File: src/hw/rtl/led_strip_bit_encoder_macros.svh
// Assertion macros used by the back part of the LED strip bit encoder RTL.
`ifndef LED_STRIP_BIT_ENCODER_MACROS_SVH
`define LED_STRIP_BIT_ENCODER_MACROS_SVH

// Consequent must hold in the same cycle as the antecedent.
`define LSBE_ASSERT_SAME(label, clk, rst_n, ante, cons, msg) \
  label: assert property (@(posedge clk) disable iff (!rst_n) (ante) |-> (cons)) \
    else $error(msg);

// Consequent must hold in the cycle after the antecedent.
`define LSBE_ASSERT_NEXT(label, clk, rst_n, ante, cons, msg) \
  label: assert property (@(posedge clk) disable iff (!rst_n) (ante) |=> (cons)) \
    else $error(msg);

`endif

File: src/hw/rtl/lsbe_pkg.sv
// Package with constants and types of the LED strip bit encoder.
package lsbe_pkg;

  localparam int BitsPerPixel = 24;
  localparam int HalfWords    = 24;
  localparam int SlotWidth    = 17;
  localparam int DutyWidth    = 16;
  localparam int PosWidth     = 6;
  localparam int BitCntWidth  = 5;

  localparam logic [BitCntWidth-1:0] LastBit = BitCntWidth'(BitsPerPixel - 1);

  localparam logic [15:0] LedCountReset = 16'd0;
  localparam logic [15:0] HighDutyReset = 16'd30;
  localparam logic [15:0] LowDutyReset  = 16'd12;

  localparam logic [1:0] CfgLedCount = 2'd0;
  localparam logic [1:0] CfgHighDuty = 2'd1;
  localparam logic [1:0] CfgLowDuty  = 2'd2;

  localparam logic ModeDisplay = 1'b0;
  localparam logic ModeRefill  = 1'b1;

  localparam logic KindDuty   = 1'b0;
  localparam logic KindStatus = 1'b1;

  typedef struct packed {
    logic        is_status;
    logic        status_busy;
    logic        half;
    logic        is_pixel;
    logic        done;
    logic [23:0] pixel;
  } entry_t;

endpackage

File: src/hw/rtl/lsbe_queue.sv
// Two-entry queue between the front and back parts of the encoder.
module lsbe_queue (
  input  logic            clk,
  input  logic            rst_n,
  input  logic            push,
  input  lsbe_pkg::entry_t push_entry,
  output logic            full,
  input  logic            pop,
  output logic            head_valid,
  output lsbe_pkg::entry_t head
);

  lsbe_pkg::entry_t slots_r [2];
  logic       wr_ptr_r, wr_ptr_nxt;
  logic       rd_ptr_r, rd_ptr_nxt;
  logic [1:0] count_r, count_nxt;

  assign full       = (count_r == 2'd2);
  assign head_valid = (count_r != 2'd0);
  assign head       = slots_r[rd_ptr_r];

  always_comb begin
    wr_ptr_nxt = push ? ~wr_ptr_r : wr_ptr_r;
    rd_ptr_nxt = pop ? ~rd_ptr_r : rd_ptr_r;
    count_nxt  = count_r;
    if (push && !pop) begin
      count_nxt = count_r + 2'd1;
    end else if (pop && !push) begin
      count_nxt = count_r - 2'd1;
    end
  end

  always_ff @(posedge clk) begin
    if (!rst_n) begin
      wr_ptr_r <= 1'b0;
      rd_ptr_r <= 1'b0;
      count_r  <= 2'd0;
    end else begin
      wr_ptr_r <= wr_ptr_nxt;
      rd_ptr_r <= rd_ptr_nxt;
      count_r  <= count_nxt;
    end
  end

  always_ff @(posedge clk) begin
    if (push) begin
      slots_r[wr_ptr_r] <= push_entry;
    end
  end

endmodule

File: src/hw/rtl/lsbe_front.sv
// Front part: accepts words, tracks the frame and classifies each request.
module lsbe_front (
  input  logic             clk,
  input  logic             rst_n,
  input  logic [15:0]      led_count,
  input  logic             in_valid,
  output logic             in_stall,
  input  logic             in_mode,
  input  logic             in_half_select,
  input  logic [7:0]       in_color_first,
  input  logic [7:0]       in_color_second,
  input  logic [7:0]       in_color_third,
  input  logic             q_full,
  output logic             q_push,
  output lsbe_pkg::entry_t q_entry
);

  logic [lsbe_pkg::SlotWidth-1:0] slot_r, slot_nxt;
  logic                           busy_r, busy_nxt;
  logic                           accept;
  logic [lsbe_pkg::SlotWidth-1:0] slot_inc;
  logic [lsbe_pkg::SlotWidth:0]   end_slot;
  logic                           is_pixel;
  logic                           done;

  assign in_stall = q_full;
  assign accept   = in_valid && !q_full;
  assign slot_inc = slot_r + 1'b1;
  assign end_slot = {2'b00, led_count} + 18'd2;
  assign is_pixel = (slot_r < {1'b0, led_count});
  assign done     = ({1'b0, slot_inc} >= end_slot);

  always_comb begin
    slot_nxt            = slot_r;
    busy_nxt            = busy_r;
    q_push              = 1'b0;
    q_entry.is_status   = (in_mode == lsbe_pkg::ModeDisplay);
    q_entry.status_busy = busy_r;
    q_entry.half        = in_half_select;
    q_entry.is_pixel    = is_pixel;
    q_entry.done        = done;
    q_entry.pixel       = {in_color_first, in_color_second, in_color_third};
    if (accept) begin
      if (in_mode == lsbe_pkg::ModeDisplay) begin
        q_push = 1'b1;
        if (!busy_r) begin
          slot_nxt = '0;
          busy_nxt = 1'b1;
        end
      end else if (busy_r) begin
        q_push   = 1'b1;
        slot_nxt = slot_inc;
        if (done) begin
          busy_nxt = 1'b0;
        end
      end
    end
  end

  always_ff @(posedge clk) begin
    if (!rst_n) begin
      slot_r <= '0;
      busy_r <= 1'b0;
    end else begin
      slot_r <= slot_nxt;
      busy_r <= busy_nxt;
    end
  end

endmodule

File: src/hw/rtl/lsbe_back.sv
// Back part: expands queued requests into status and duty words.
`include "led_strip_bit_encoder_macros.svh"

module lsbe_back (
  input  logic                           clk,
  input  logic                           rst_n,
  input  logic [15:0]                    high_duty,
  input  logic [15:0]                    low_duty,
  input  logic                           q_valid,
  input  lsbe_pkg::entry_t               q_head,
  output logic                           q_pop,
  output logic                           out_valid,
  input  logic                           out_stall,
  output logic                           out_kind,
  output logic                           out_display_status,
  output logic [lsbe_pkg::DutyWidth-1:0] out_duty,
  output logic [lsbe_pkg::PosWidth-1:0]  out_buffer_position,
  output logic                           out_last_word,
  output logic                           out_frame_done
);

  logic [lsbe_pkg::BitCntWidth-1:0] bit_cnt_r, bit_cnt_nxt;
  logic                             out_valid_r, out_valid_nxt;
  logic                             kind_r, status_r, last_r, done_r;
  logic [lsbe_pkg::DutyWidth-1:0]   duty_r, duty_nxt;
  logic [lsbe_pkg::PosWidth-1:0]    pos_r, pos_nxt;
  logic                             load;
  logic                             fire;
  logic                             last_bit;
  logic                             bit_val;

  assign load     = !out_valid_r || !out_stall;
  assign fire     = load && q_valid;
  assign last_bit = (bit_cnt_r == lsbe_pkg::LastBit);
  assign q_pop    = fire && (q_head.is_status || last_bit);
  assign bit_val  = q_head.pixel[lsbe_pkg::LastBit - bit_cnt_r];

  always_comb begin
    bit_cnt_nxt   = bit_cnt_r;
    out_valid_nxt = load ? q_valid : out_valid_r;
    if (q_pop) begin
      bit_cnt_nxt = '0;
    end else if (fire) begin
      bit_cnt_nxt = bit_cnt_r + 1'b1;
    end
    duty_nxt = '0;
    if (q_head.is_pixel) begin
      duty_nxt = bit_val ? high_duty : low_duty;
    end
    pos_nxt = {1'b0, bit_cnt_r}
            + (q_head.half ? lsbe_pkg::PosWidth'(lsbe_pkg::HalfWords) : '0);
  end

  always_ff @(posedge clk) begin
    if (!rst_n) begin
      bit_cnt_r   <= '0;
      out_valid_r <= 1'b0;
    end else begin
      bit_cnt_r   <= bit_cnt_nxt;
      out_valid_r <= out_valid_nxt;
    end
  end

  always_ff @(posedge clk) begin
    if (fire) begin
      if (q_head.is_status) begin
        kind_r   <= lsbe_pkg::KindStatus;
        status_r <= q_head.status_busy;
        duty_r   <= '0;
        pos_r    <= '0;
        last_r   <= 1'b0;
        done_r   <= 1'b0;
      end else begin
        kind_r   <= lsbe_pkg::KindDuty;
        status_r <= 1'b0;
        duty_r   <= duty_nxt;
        pos_r    <= pos_nxt;
        last_r   <= last_bit;
        done_r   <= q_head.done;
      end
    end
  end

  assign out_valid           = out_valid_r;
  assign out_kind            = kind_r;
  assign out_display_status  = status_r;
  assign out_duty            = duty_r;
  assign out_buffer_position = pos_r;
  assign out_last_word       = last_r;
  assign out_frame_done      = done_r;

  `LSBE_ASSERT_SAME(a_bit_cnt_range, clk, rst_n, 1'b1, bit_cnt_r <= lsbe_pkg::LastBit, "bit count out of range")
  `LSBE_ASSERT_SAME(a_status_at_start, clk, rst_n, fire && q_head.is_status, bit_cnt_r == '0, "status word in the middle of a pixel")
  `LSBE_ASSERT_NEXT(a_pixel_pop_last, clk, rst_n, q_pop && !q_head.is_status, out_valid_r && out_last_word, "pixel entry left before its last word")

endmodule

File: src/hw/rtl/led_strip_bit_encoder.sv
// Top level of the LED strip bit encoder: configuration registers and part wiring.
//
//  Channel | Direction | Handshake        | Payload
//  --------+-----------+------------------+-----------------------------------------------
//  cfg     | in        | cfg_we           | cfg_index, cfg_data
//  in      | in        | in_valid/stall   | mode, half_select, color bytes
//  out     | out       | out_valid/stall  | kind, status, duty, position, last, frame done
//
// A display request yields one word, a refill in a frame 24 words, one per cycle unless out_stall.
// The back part's bit counter steps through a refill's words, one word per pixel bit.
// The two-entry queue lets a new word in while earlier ones are still being expanded.
// Reset is synchronous and active low; it clears the frame state and loads default duties.
// A stall on the output holds the current word and fills the queue before stalling input.
module led_strip_bit_encoder (
  input  logic        clk,
  input  logic        rst_n,
  input  logic        cfg_we,
  input  logic [1:0]  cfg_index,
  input  logic [15:0] cfg_data,
  input  logic        in_valid,
  output logic        in_stall,
  input  logic        in_mode,
  input  logic        in_half_select,
  input  logic [7:0]  in_color_first,
  input  logic [7:0]  in_color_second,
  input  logic [7:0]  in_color_third,
  output logic        out_valid,
  input  logic        out_stall,
  output logic        out_kind,
  output logic        out_display_status,
  output logic [15:0] out_duty,
  output logic [5:0]  out_buffer_position,
  output logic        out_last_word,
  output logic        out_frame_done
);

  logic [15:0]      led_count_r;
  logic [15:0]      high_duty_r;
  logic [15:0]      low_duty_r;
  logic             q_push;
  logic             q_full;
  logic             q_pop;
  logic             q_valid;
  lsbe_pkg::entry_t q_in;
  lsbe_pkg::entry_t q_head;

  always_ff @(posedge clk) begin
    if (!rst_n) begin
      led_count_r <= lsbe_pkg::LedCountReset;
      high_duty_r <= lsbe_pkg::HighDutyReset;
      low_duty_r  <= lsbe_pkg::LowDutyReset;
    end else if (cfg_we) begin
      case (cfg_index)
        lsbe_pkg::CfgLedCount: led_count_r <= cfg_data;
        lsbe_pkg::CfgHighDuty: high_duty_r <= cfg_data;
        lsbe_pkg::CfgLowDuty:  low_duty_r  <= cfg_data;
        default: ;
      endcase
    end
  end

  lsbe_front u_front (
    .clk             (clk),
    .rst_n           (rst_n),
    .led_count       (led_count_r),
    .in_valid        (in_valid),
    .in_stall        (in_stall),
    .in_mode         (in_mode),
    .in_half_select  (in_half_select),
    .in_color_first  (in_color_first),
    .in_color_second (in_color_second),
    .in_color_third  (in_color_third),
    .q_full          (q_full),
    .q_push          (q_push),
    .q_entry         (q_in)
  );

  lsbe_queue u_queue (
    .clk        (clk),
    .rst_n      (rst_n),
    .push       (q_push),
    .push_entry (q_in),
    .full       (q_full),
    .pop        (q_pop),
    .head_valid (q_valid),
    .head       (q_head)
  );

  lsbe_back u_back (
    .clk                 (clk),
    .rst_n               (rst_n),
    .high_duty           (high_duty_r),
    .low_duty            (low_duty_r),
    .q_valid             (q_valid),
    .q_head              (q_head),
    .q_pop               (q_pop),
    .out_valid           (out_valid),
    .out_stall           (out_stall),
    .out_kind            (out_kind),
    .out_display_status  (out_display_status),
    .out_duty            (out_duty),
    .out_buffer_position (out_buffer_position),
    .out_last_word       (out_last_word),
    .out_frame_done      (out_frame_done)
  );

endmodule
File: config.mk
export PLATFORM = sky130hd
export DESIGN_NAME = led_strip_bit_encoder
export DESIGN_NICKNAME = d
export VERILOG_FILES = /design/src/hw/rtl/lsbe_pkg.sv /design/src/hw/rtl/lsbe_queue.sv /design/src/hw/rtl/lsbe_front.sv /design/src/hw/rtl/lsbe_back.sv /design/src/hw/rtl/led_strip_bit_encoder.sv
export VERILOG_INCLUDE_DIRS = /design/src /design/src/hw/rtl
export SDC_FILE = /design/constraint.sdc
export NUM_CORES = 1
export LEC_CHECK = 0
export ABC_AREA = 1
export BUFFER_PORTS_ARGS = -buffer_cell sky130_fd_sc_hd__buf_2
export CELL_PAD_IN_SITES_DETAIL_PLACEMENT = 2
export CELL_PAD_IN_SITES_GLOBAL_PLACEMENT = 2
export CORE_ASPECT_RATIO = 1.75
export CORE_MARGIN = 2
export CORE_UTILIZATION = 40
export CTS_BUF_LIST = sky130_fd_sc_hd__clkbuf_8
export CTS_CLUSTER_SIZE = 12
export DETAILED_ROUTE_END_ITERATION = 8
export PLACE_DENSITY_LB_ADDON = 0.3
export SYNTH_ARGS = -nofsm -noshare
export SYNTH_HDL_FRONTEND = slang
export SYNTH_SLANG_ARGS = --single-unit
File: constraint.sdc
create_clock -name clk -period 4.62 [get_ports clk]
set_input_delay 0.693 -clock clk [delete_from_list [all_inputs] [get_ports clk]]
set_output_delay 0.693 -clock clk [all_outputs]
set_load 0.01 [all_outputs]
==> impl_metrics.ini, run 1 <==
[run_status]
status = completed

[placement]
numPortBuffers = 76
dpl.hpwl_um = 18500
place_congestion = 0.835
dp_worst_setup_slack_ns = 1.49
place_inst = 1153

[power]
power.leakage_nw = 3.58
cell_internal_pwr_mw = 2.56
pwr-share-clk = 0.241
peakVddDrop_uv = 223
sw_frac_of_total = 0.362
totalPowerFinal_mw = 4.01
p_comb_frac = 0.288
seqPwrFrac = 0.470
powerDensity_nw_per_um2 = 463
p_switching_mw = 1.45

[floorplanning]
die-area_um2 = 20600
core_area_um2 = 19100
start_util = 0.406
dieHeight_um = 188
die_w_um = 109
io_pins = 77
fp-row-count = 67

[run]
drv_cap = 0

[logic_synthesis]
synth_fp_nets = 952
ys_ff_latch = 161
syn_area_per_cell_um2 = 8.99
synthDistinctLibCells = 37
yosys_warnings = 0
ys_seq_area_frac = 0.524
synth_cells = 862
netlist_area_um2 = 7750

[setup_path]
crit_path_start_kind = register
cp_common_cell = nand2_1
path_cells = ha_1 > nand2_1 > nor2_2 > nand2_1 > nor3_2 > nand3_2 > nor2_2 > nand3_1 > and2_1 > ha_1 > nand2_1 > nor2_1 > and2_1 > nand4_1 > nand4_1 > nand2_1 > nand2_1 > a21oi_1
arrival_ns = 3.47
crit_fanout = 4
end_kind = register
criticalPathCategory = reg2reg
required_ns = 4.94
critPathMaxStageDelay_ns = 0.41
cpLargestDelayFamily = simple AND/OR/NAND/NOR gates
cp_num_buf_inv = 0
cp_slowest_cell = dfxtp_1

[sta]
rsz0062_at_grt = no
period_share = 0.682
drv_slew = 0
maxSlewHeadroom = 0.415
finalSetupViolations = 0
hold_viol = 0
clock_skew_ns = 0.0147
worst-slew-pin-transition_ns = 0.877
worst_slack_ns = 1.47
layout_min_cycle_time_ns = 3.15
clock.fmax_ghz = 0.317
whs_ns = 0.405
fin_tns_setup_ns = 0

[clocking]
cts-root-buf = clkbuf_8
cts_buffer_depth = 2
hold_buffers = 0
h-tree-depth = 4
cts.clk_slew.worst_paths_ns = 0.09
clk_latency_ns = 0.47
cts_made_buffers = 17
cts.sinks = 161
post_cts_buffers = 0
cts_tree = built
ctsResizeCount = 0

[route]
via_per_inst = 5.37
drt_wl_total_um = 24900
dr.first_iter.drc_count = 259
wire_per_inst_um = 21.0
vias = 6365
ant_nets = 0
dr.pass1.iters = 4
drcViolationCount = 0

[final_layout]
multiInputGateArea_um2 = 3160
instances_no_fill = 1185
seq_area_um2 = 4060
syn2layout_area_growth_pct = 11.6
nFillCells = 2146
final_layout_size_suffix_gt1_frac = 0.149
diodes = 0
final_nets = 1021

[global_routing]
grt_max_degree = 54
grt_pass1_wl_um = 38800
grt_overflow_total = 0
grt_pass1_vias = 7083
antenna_found_initial = 0
grtUsageTotal = 0.254

[hold_path]
hp-class = in2reg
-- power by group through the flow --
stage | clock network, mW | registers (mW) | logic (mW)
floorplan | 0 | 1.95 | 0.716
global placement | 0 | 1.90 | 1.09
detailed placement | 0 | 1.92 | 1.16
CTS | 0.991 | 1.89 | 1.18
global route | 1.04 | 1.91 | 1.30
finish | 0.967 | 1.89 | 1.16
-- worst reg2reg max path, cell delays in order, from the launching register on --
cell,delay [ns]
dfxtp_1,0.41
ha_1,0.22
nand2_1,0.08
nor2_2,0.17
nand2_1,0.09
nor3_2,0.23
nand3_2,0.14
nor2_2,0.18
nand3_1,0.11
and2_1,0.19
ha_1,0.29
nand2_1,0.08
nor2_1,0.15
and2_1,0.18
nand4_1,0.10
nand4_1,0.19
nand2_1,0.07
nand2_1,0.07
a21oi_1,0.07
-- cell usage in the layout, fill, tap and decap left out, drive strengths merged, types with 23 or more instances in the layout --
cell    synthesis  layout
edfxtp         84      84
buf            19      85
o21ai          59      59
dfxtp          77      77
nand2         166     166
ha             40      40
a21oi          81      81
inv            86      90
nand3          64      64
xor2           23      23
nor2           94      94
-- worst paths after layout --
| check | startpoint | to | slack (ns) | cells past startpoint |
|---|---|---|---|---|
| worst max-delay path | u_front.slot_r[1] | u_front.busy_r | 1.47 | 18 |
| worst min-delay path | in_color_second[0] | u_queue.slots_r[1][8] | 0.41 | 1 |
| worst max register to register | u_front.slot_r[1] | u_front.busy_r | 1.47 | 18 |
| worst min register to register | low_duty_r[12] | low_duty_r[12] | 0.47 | 2 |
-- flip-flops by register name, indices dropped and copies added, names as in the netlist, named ones only --
| signal | count |
|---|---|
| u_queue.slots_r | 58 |
| u_front.slot_r | 17 |
| high_duty_r | 16 |
| led_count_r | 16 |
| low_duty_r | 16 |
| u_back.out_duty | 16 |
| u_back.out_buffer_position | 6 |
| u_back.bit_cnt_r | 5 |
| u_queue.count_r | 2 |
| u_back.out_display_status | 1 |
| u_back.out_frame_done | 1 |
| u_back.out_kind | 1 |
| u_back.out_last_word | 1 |
| u_back.out_valid | 1 |
| u_front.busy_r | 1 |
| u_queue.rd_ptr_r | 1 |
| u_queue.wr_ptr_r | 1 |
-- cell families (layout without fill, tap and decap cells) --
| kind of cell | Yosys count | count (layout) | share of synthesized area |
|---|---|---|---|
| flip-flops | 161 | 161 | 0.524 |
| AND/OR/NAND/NOR | 355 | 355 | 0.201 |
| XOR/XNOR | 28 | 28 | 0.0316 |
| AO/OA/AOI/OAI | 156 | 156 | 0.106 |
| adder cells (fa/ha/maj) | 41 | 41 | 0.0671 |
| buffers and inverters | 121 | 203 | 0.0700 |
-- per-layer routing --
layer,up-vias,global-route usage,share of wire
met5,-,0,0
met4,0,0.128,0.047
met3,56,0.0436,0.028
met2,120,0.487,0.57
met1,3168,0.252,0.35
li1,3021,-,-
-- cells in the mapped netlist (all sizes together) --
cell	number	area, um^2
clkbuf	16	60.1
a211o	1	8.76
edfxtp	84	2520
nor3b	1	12.5
xor2	23	201
a31oi	1	6.26
o211ai	5	37.5
nand3	64	380
o31ai	1	7.51
a21oi	81	409
o21a	1	7.51
buf	19	160
or2	1	6.26
and2	3	18.8
nand2	166	628
o21ai	59	295
nor3	14	75.1
xnor2	5	43.8
ha	40	500
nand4	10	62.6
inv	86	323
fa	1	20.0
nor2	94	360
dfxtp	77	1540
o21bai	3	22.5
nor4	2	12.5
a211oi	3	22.5
a22oi	1	7.51
-- final cells by class --
cell class,instances,share of cell area
multi-input combinational,580,0.365
inverter,86,0.0373
sequential,161,0.470
clock buffer,17,0.0270
timing repair buffer,85,0.0518
tap,241,0.0349
clock inverter,15,0.0143
-- through the flow --
step | utilization | area [um^2]
2_1_floorplan | - | 7750
3_3_place_gp | 0.434 | 8290
3_5_place_dp | 0.434 | 8290
4_1_cts | 0.453 | 8650
5_1_grt | 0.453 | 8650
6_report | 0.453 | 8650
Note: power is estimated with default switching activity, not from simulation.
==> run 2: changes to the inputs <==
- CORE_UTILIZATION: 40 -> 34
- clock period: 4.62 -> 2.7 ns (I/O delays scaled with it)
==> run 2 against run 1 <==
  * The flow now finishes with violations (negative setup slack)
  * Register-to-register slack got worse by 1.6 ns
  * Combinational power is 84% higher
  * Sequential share of layout area decreased by 3.8 points
  * Largest cell class unchanged
==> impl_metrics.ini, run 2 (synthesis results as in run 1) <==
[global_routing]
grtUsageTotal = 0.221
grt_overflow_total = 0
antenna_found_initial = 0
grt_max_degree = 35
grt_pass1_wl_um = 40300
grt_pass1_vias = 7362

[clocking]
clk_latency_ns = 0.48
cts-root-buf = clkbuf_8
h-tree-depth = 4
hold_buffers = 0
cts_tree = built
cts_made_buffers = 17
cts.clk_slew.worst_paths_ns = 0.09
cts.sinks = 161
cts_buffer_depth = 2

[power]
peakVddDrop_uv = 260
power.leakage_nw = 3.94
powerDensity_nw_per_um2 = 776
totalPowerFinal_mw = 7.33

[sta]
worst_slack_ns = -0.124
clock_skew_ns = 0.0112
period_share = 1.05
maxSlewHeadroom = 0.397
finalSetupViolations = 3
rsz0062_at_grt = yes
worst-slew-pin-transition_ns = 0.903
drv_slew = 0
hold_viol = 0
clock.fmax_ghz = 0.354
layout_min_cycle_time_ns = 2.82

[floorplanning]
start_util = 0.344
die-area_um2 = 24100
die_w_um = 118
dieHeight_um = 204
io_pins = 77
fp-row-count = 73
core_area_um2 = 22600

[setup_path]
crit_path_start_kind = register
crit_fanout = 3
critPathMaxStageDelay_ns = 0.38
r2r_cells = 14
rrSetupSlack_ns = -0.12
arrival_ns = 3.06
path_cells = ha_4 > nand2_1 > nor2_2 > nand2_1 > nor3_2 > buf_4 > nand3_1 > xor2_1 > ha_1 > inv_1 > o21bai_1 > a21oi_1 > nand4_1 > buf_4
criticalPathCategory = reg2reg
end_kind = register
required_ns = 2.94
cp_slowest_cell = dfxtp_4

[final_layout]
seq_area_um2 = 4080
nFillCells = 2517
multiInputGateArea_um2 = 3330
final_common_cell = nand2_1
layout_common_cells = nand2_1, inv_1, edfxtp_1, nor2_1, a21oi_1
diodes = 0
syn2layout_area_growth_pct = 21.9
finish.instance_area_um2 = 9460
final_layout_size_suffix_gt1_frac = 0.230
largest-register = u_queue.slots_r
final_nets = 1073
top_regs = u_queue.slots_r: 58 flops, u_front.slot_r: 17 flops
final_core_util = 0.419
largest_reg_flops = 58

[route]
via_per_inst = 5.06
drt_wl_total_um = 25800
drcViolationCount = 0
wire_per_inst_um = 19.9
vias = 6553
ant_nets = 0
dr.pass1.iters = 6
dr.first_iter.drc_count = 317

[placement]
numPortBuffers = 76
dpl.hpwl_um = 19200
placed_area_um2 = 8710
place_congestion = 0.855

[run]
drv_cap = 0

[run_status]
violations = negative setup slack
status = complete, but fails checks

[hold_path]
hp-class = in2reg
hold_depth = 1
-- run 2: changes by cell type in the layout (fill, tap and decap cells not counted), moves of 4 or more --
cell     change
buf_12       +5
nor2_4       +4
nor2_1       -8
nor2_2       +4
dfxtp_1      -8
buf_4       +47
nand3_1      -4
dfxtp_2      +5
-- run 2: what timing repair did --
item | in CTS | in global routing
resized for setup | 25 | 23
buffers inserted | 9 | 6
setup endpoints to repair | 3 | 7
pin swaps | 12 | 24
-- run 2: stage by stage --
| step | worst slack [ns] | hold slack [ns] | instances | TNS (ns) |
|---|---|---|---|---|
| after floorplan | 0.204 | 0.426 | 862 | 0 |
| after global placement | 0.0753 | 0.437 | 1249 | 0 |
| after detailed placement | -0.148 | 0.447 | 1249 | -0.329 |
| after CTS | 0.00245 | 0.0810 | 1290 | 0 |
| after global routing | -0.252 | 0.0896 | 1296 | -0.724 |
| final | -0.124 | 0.109 | 1296 | -0.282 |
-- run 2: final timing paths --
check | end | from
min | u_queue.slots_r[0][3] | in_color_third[3]
min reg2reg | low_duty_r[15] | low_duty_r[15]
max reg2reg | u_queue.slots_r[0][24] | u_front.slot_r[0]
max | u_queue.slots_r[0][24] | u_front.slot_r[0]
-- run 2: critical path: cells and delay by family (launching register included) --
| family | cells | cell delay [ns] |
|---|---|---|
| adder cells (fa/ha/maj) | 2 | 0.42 |
| AO/OA/AOI/OAI | 2 | 0.30 |
| buffers and inverters | 3 | 0.46 |
| AND/OR/NAND/NOR | 6 | 0.75 |
| flip-flops | 1 | 0.38 |
| XOR/XNOR | 1 | 0.27 |
-- run 2: cell type report --
| cell class | count | area share |
|---|---|---|
| Clock buffer | 20 | 0.0291 |
| Clock inverter | 12 | 0.0179 |
| Inverter | 86 | 0.0341 |
| Multi-Input combinational cell | 580 | 0.352 |
| Sequential cell | 161 | 0.432 |
| Tap cell | 300 | 0.0397 |
| Timing Repair Buffer | 137 | 0.0953 |
-- run 2: layer usage --
layer,wire (um),GRT usage,vias to the layer above
li1,-,-,3123
met1,8870,0.202,3243
met2,14900,0.444,120
met3,708,0.0380,67
met4,1380,0.127,0
met5,0,0,-
-- run 2: report_power, final --
group / total, mW / switching, mW / internal (mW)
registers: 3.20 / 0.162 / 3.04
logic: 2.13 / 1.39 / 0.747
clock network: 2.00 / 0.924 / 1.07
==> run 3: changes to the inputs <==
- CORE_UTILIZATION: 34 -> 33
- CTS_BUF_LIST: sky130_fd_sc_hd__clkbuf_8 -> sky130_fd_sc_hd__clkbuf_8 sky130_fd_sc_hd__clkbuf_16
- PLACE_DENSITY: not set -> 0.73
- PLACE_DENSITY_LB_ADDON: 0.3 -> not set
==> run 3 against run 2 <==
  * The run still ends with negative setup slack left
  * Final area grew 1.5%
  * Total power rose by 6.2%
  * Utilization fell by 0.62 points
  * Via count shrank 1.2%
  * Critical path depth stayed put
  * Sequential cell count did not move
  * Largest cell class unchanged
==> impl_metrics.ini, run 3 (synthesis results as in run 1) <==
[run_status]
status = complete, but fails checks
violations = negative setup slack

[sta]
maxSlewHeadroom = 0.440
rsz0062_at_grt = yes
period_share = 1.04
worst-slew-pin-transition_ns = 0.838
worst_slack_ns = -0.119
drv_slew = 0
clock_skew_ns = 0.00878
finalSetupViolations = 2
clock.fmax_ghz = 0.355
hold_viol = 0
layout_min_cycle_time_ns = 2.82
whs_ns = 0.161

[clocking]
cts_made_buffers = 17
cts_buffer_depth = 2
cts-root-buf = clkbuf_16
cts.sinks = 161
clk_latency_ns = 0.43
h-tree-depth = 4
cts.clk_slew.worst_paths_ns = 0.06
hold_buffers = 0
cts_tree = built

[setup_path]
path_cells = ha_4 > nand3_4 > nor2_4 > nand4_1 > nor2_2 > nand3_2 > nor3_4 > xor2_1 > ha_1 > a21oi_2 > o21bai_1 > a21oi_1 > nand4_1 > buf_4
rrSetupSlack_ns = -0.12
cp-startpoint = led_count_r[2]
crit_fanout = 3
r2r_end = u_queue.slots_r[1][24]
required_ns = 2.89
criticalPathCategory = reg2reg
cp_slowest_cell = dfxtp_4
critPathMaxStageDelay_ns = 0.37
cp_common_cell = nand4_1
arrival_ns = 3.00
cp_num_buf_inv = 1
cp-endpoint = u_queue.slots_r[1][24]
end_kind = register
crit_path_start_kind = register
cp.depth = 14
timing.rr.start = led_count_r[2]
r2r_cells = 14
cpLargestDelayFamily = simple AND/OR/NAND/NOR gates

[floorplanning]
die-area_um2 = 24800
die_w_um = 120
core_area_um2 = 23200
io_pins = 77
fp-row-count = 74
dieHeight_um = 207
start_util = 0.334

[global_routing]
grt_max_degree = 37
antenna_found_initial = 0
grt_overflow_total = 0
grt_pass1_wl_um = 38300
grtUsageTotal = 0.206
grt_pass1_vias = 7201

[route]
wire_per_inst_um = 19.2
via_per_inst = 4.99
dr.first_iter.drc_count = 291
drt_wl_total_um = 24900
drcViolationCount = 0
ant_nets = 0
vias = 6473
dr.pass1.iters = 4

[placement]
place_inst = 1254
numPortBuffers = 76
dpl.hpwl_um = 18400
place_congestion = 0.833
dp_worst_setup_slack_ns = -0.0889

[final_layout]
layout_common_cells = nand2_1, inv_1, edfxtp_1, nor2_1, a21oi_1
final_layout_size_suffix_gt1_frac = 0.224
diodes = 0
instances_no_fill = 1298
final_nets = 1071
top_regs = u_queue.slots_r: 58 flops, u_front.slot_r: 17 flops
largest_reg_flops = 58
largest-register = u_queue.slots_r
final_common_cell = nand2_1
syn2layout_area_growth_pct = 23.8

[power]
sw_frac_of_total = 0.323
cell_internal_pwr_mw = 5.28
pwr-share-clk = 0.321
p_comb_frac = 0.269
power.leakage_nw = 4.03
powerDensity_nw_per_um2 = 812
seqPwrFrac = 0.410
peakVddDrop_uv = 308
p_switching_mw = 2.51

[hold_path]
hp-class = in2reg

[run]
drv_cap = 0
run 3: cell types whose count changed in the layout (fill, tap and decap cells not counted), sizes merged:
cell / before / now
buf: 137 / 135
inv: 89 / 92
clkbuf: 20 / 17
clkinvlp: 2 / 0
clkinv: 3 / 5
run 3: repair_timing:
item                       in CTS  in global routing
gates cloned                    0                  0
pin swaps                      13                 20
setup endpoints to repair       3                  3
buffers inserted                7                  5
gates resized for setup        20                 24
run 3: power by group through the flow:
| stage | clock, mW | combinational, mW | sequential (mW) |
|---|---|---|---|
| global placement | 0 | 2.04 | 3.23 |
| global route | 2.65 | 2.34 | 3.23 |
| detailed placement | 0 | 2.11 | 3.25 |
| finish | 2.50 | 2.09 | 3.20 |
| floorplan | 0 | 1.22 | 3.33 |
| CTS | 2.56 | 2.15 | 3.20 |
run 3: area by class of cell:
cell class | count | area, um^2
clock buffers | 17 | 425
clock inverters | 15 | 178
fillers | 2574 | 13600
inverters | 86 | 323
multi-input cells | 580 | 3330
flip-flops and latches | 161 | 4080
well taps | 304 | 380
repair buffers | 135 | 886
run 3: worst min-delay path by stage:
stage	startpoint	cells past startpoint	to	slack (ns)
6_report	in_color_third[3]	1	u_queue.slots_r[0][3]	0.16
2_1_floorplan	u_queue.rd_ptr_r	1	register	0.43
3_5_place_dp	low_duty_r[14]	2	low_duty_r[14]	0.45
5_1_grt	in_color_third[3]	1	u_queue.slots_r[0][3]	0.14
4_1_cts	in_color_third[3]	1	u_queue.slots_r[0][3]	0.14
3_3_place_gp	u_queue.rd_ptr_r	1	u_queue.rd_ptr_r	0.44
run 3: worst register-to-register path, delay by kind of cell, from the launching register on:
family | cells | cell delay, ns
buffers and inverters | 1 | 0.18
XOR/XNOR | 1 | 0.17
AND/OR/NAND/NOR | 7 | 1.01
flip-flops | 1 | 0.37
adder cells (fa/ha/maj) | 2 | 0.43
AO/OA/AOI/OAI | 3 | 0.42
run 3: stage by stage:
stage | util | area [um^2] | setup TNS, ns | total power [mW]
floorplan | - | 7750 | 0 | 4.55
global placement | 0.375 | 8710 | 0 | 5.27
detailed placement | 0.375 | 8710 | -0.118 | 5.36
CTS | 0.407 | 9460 | -0.0291 | 7.91
global route | 0.413 | 9600 | -0.564 | 8.22
finish | 0.413 | 9600 | -0.185 | 7.79
run 3: routing by layer:
layer	part of all wire	track usage
met1	0.35	0.192
met2	0.59	0.429
met3	0.022	0.0305
met4	0.039	0.0908
met5	0	0
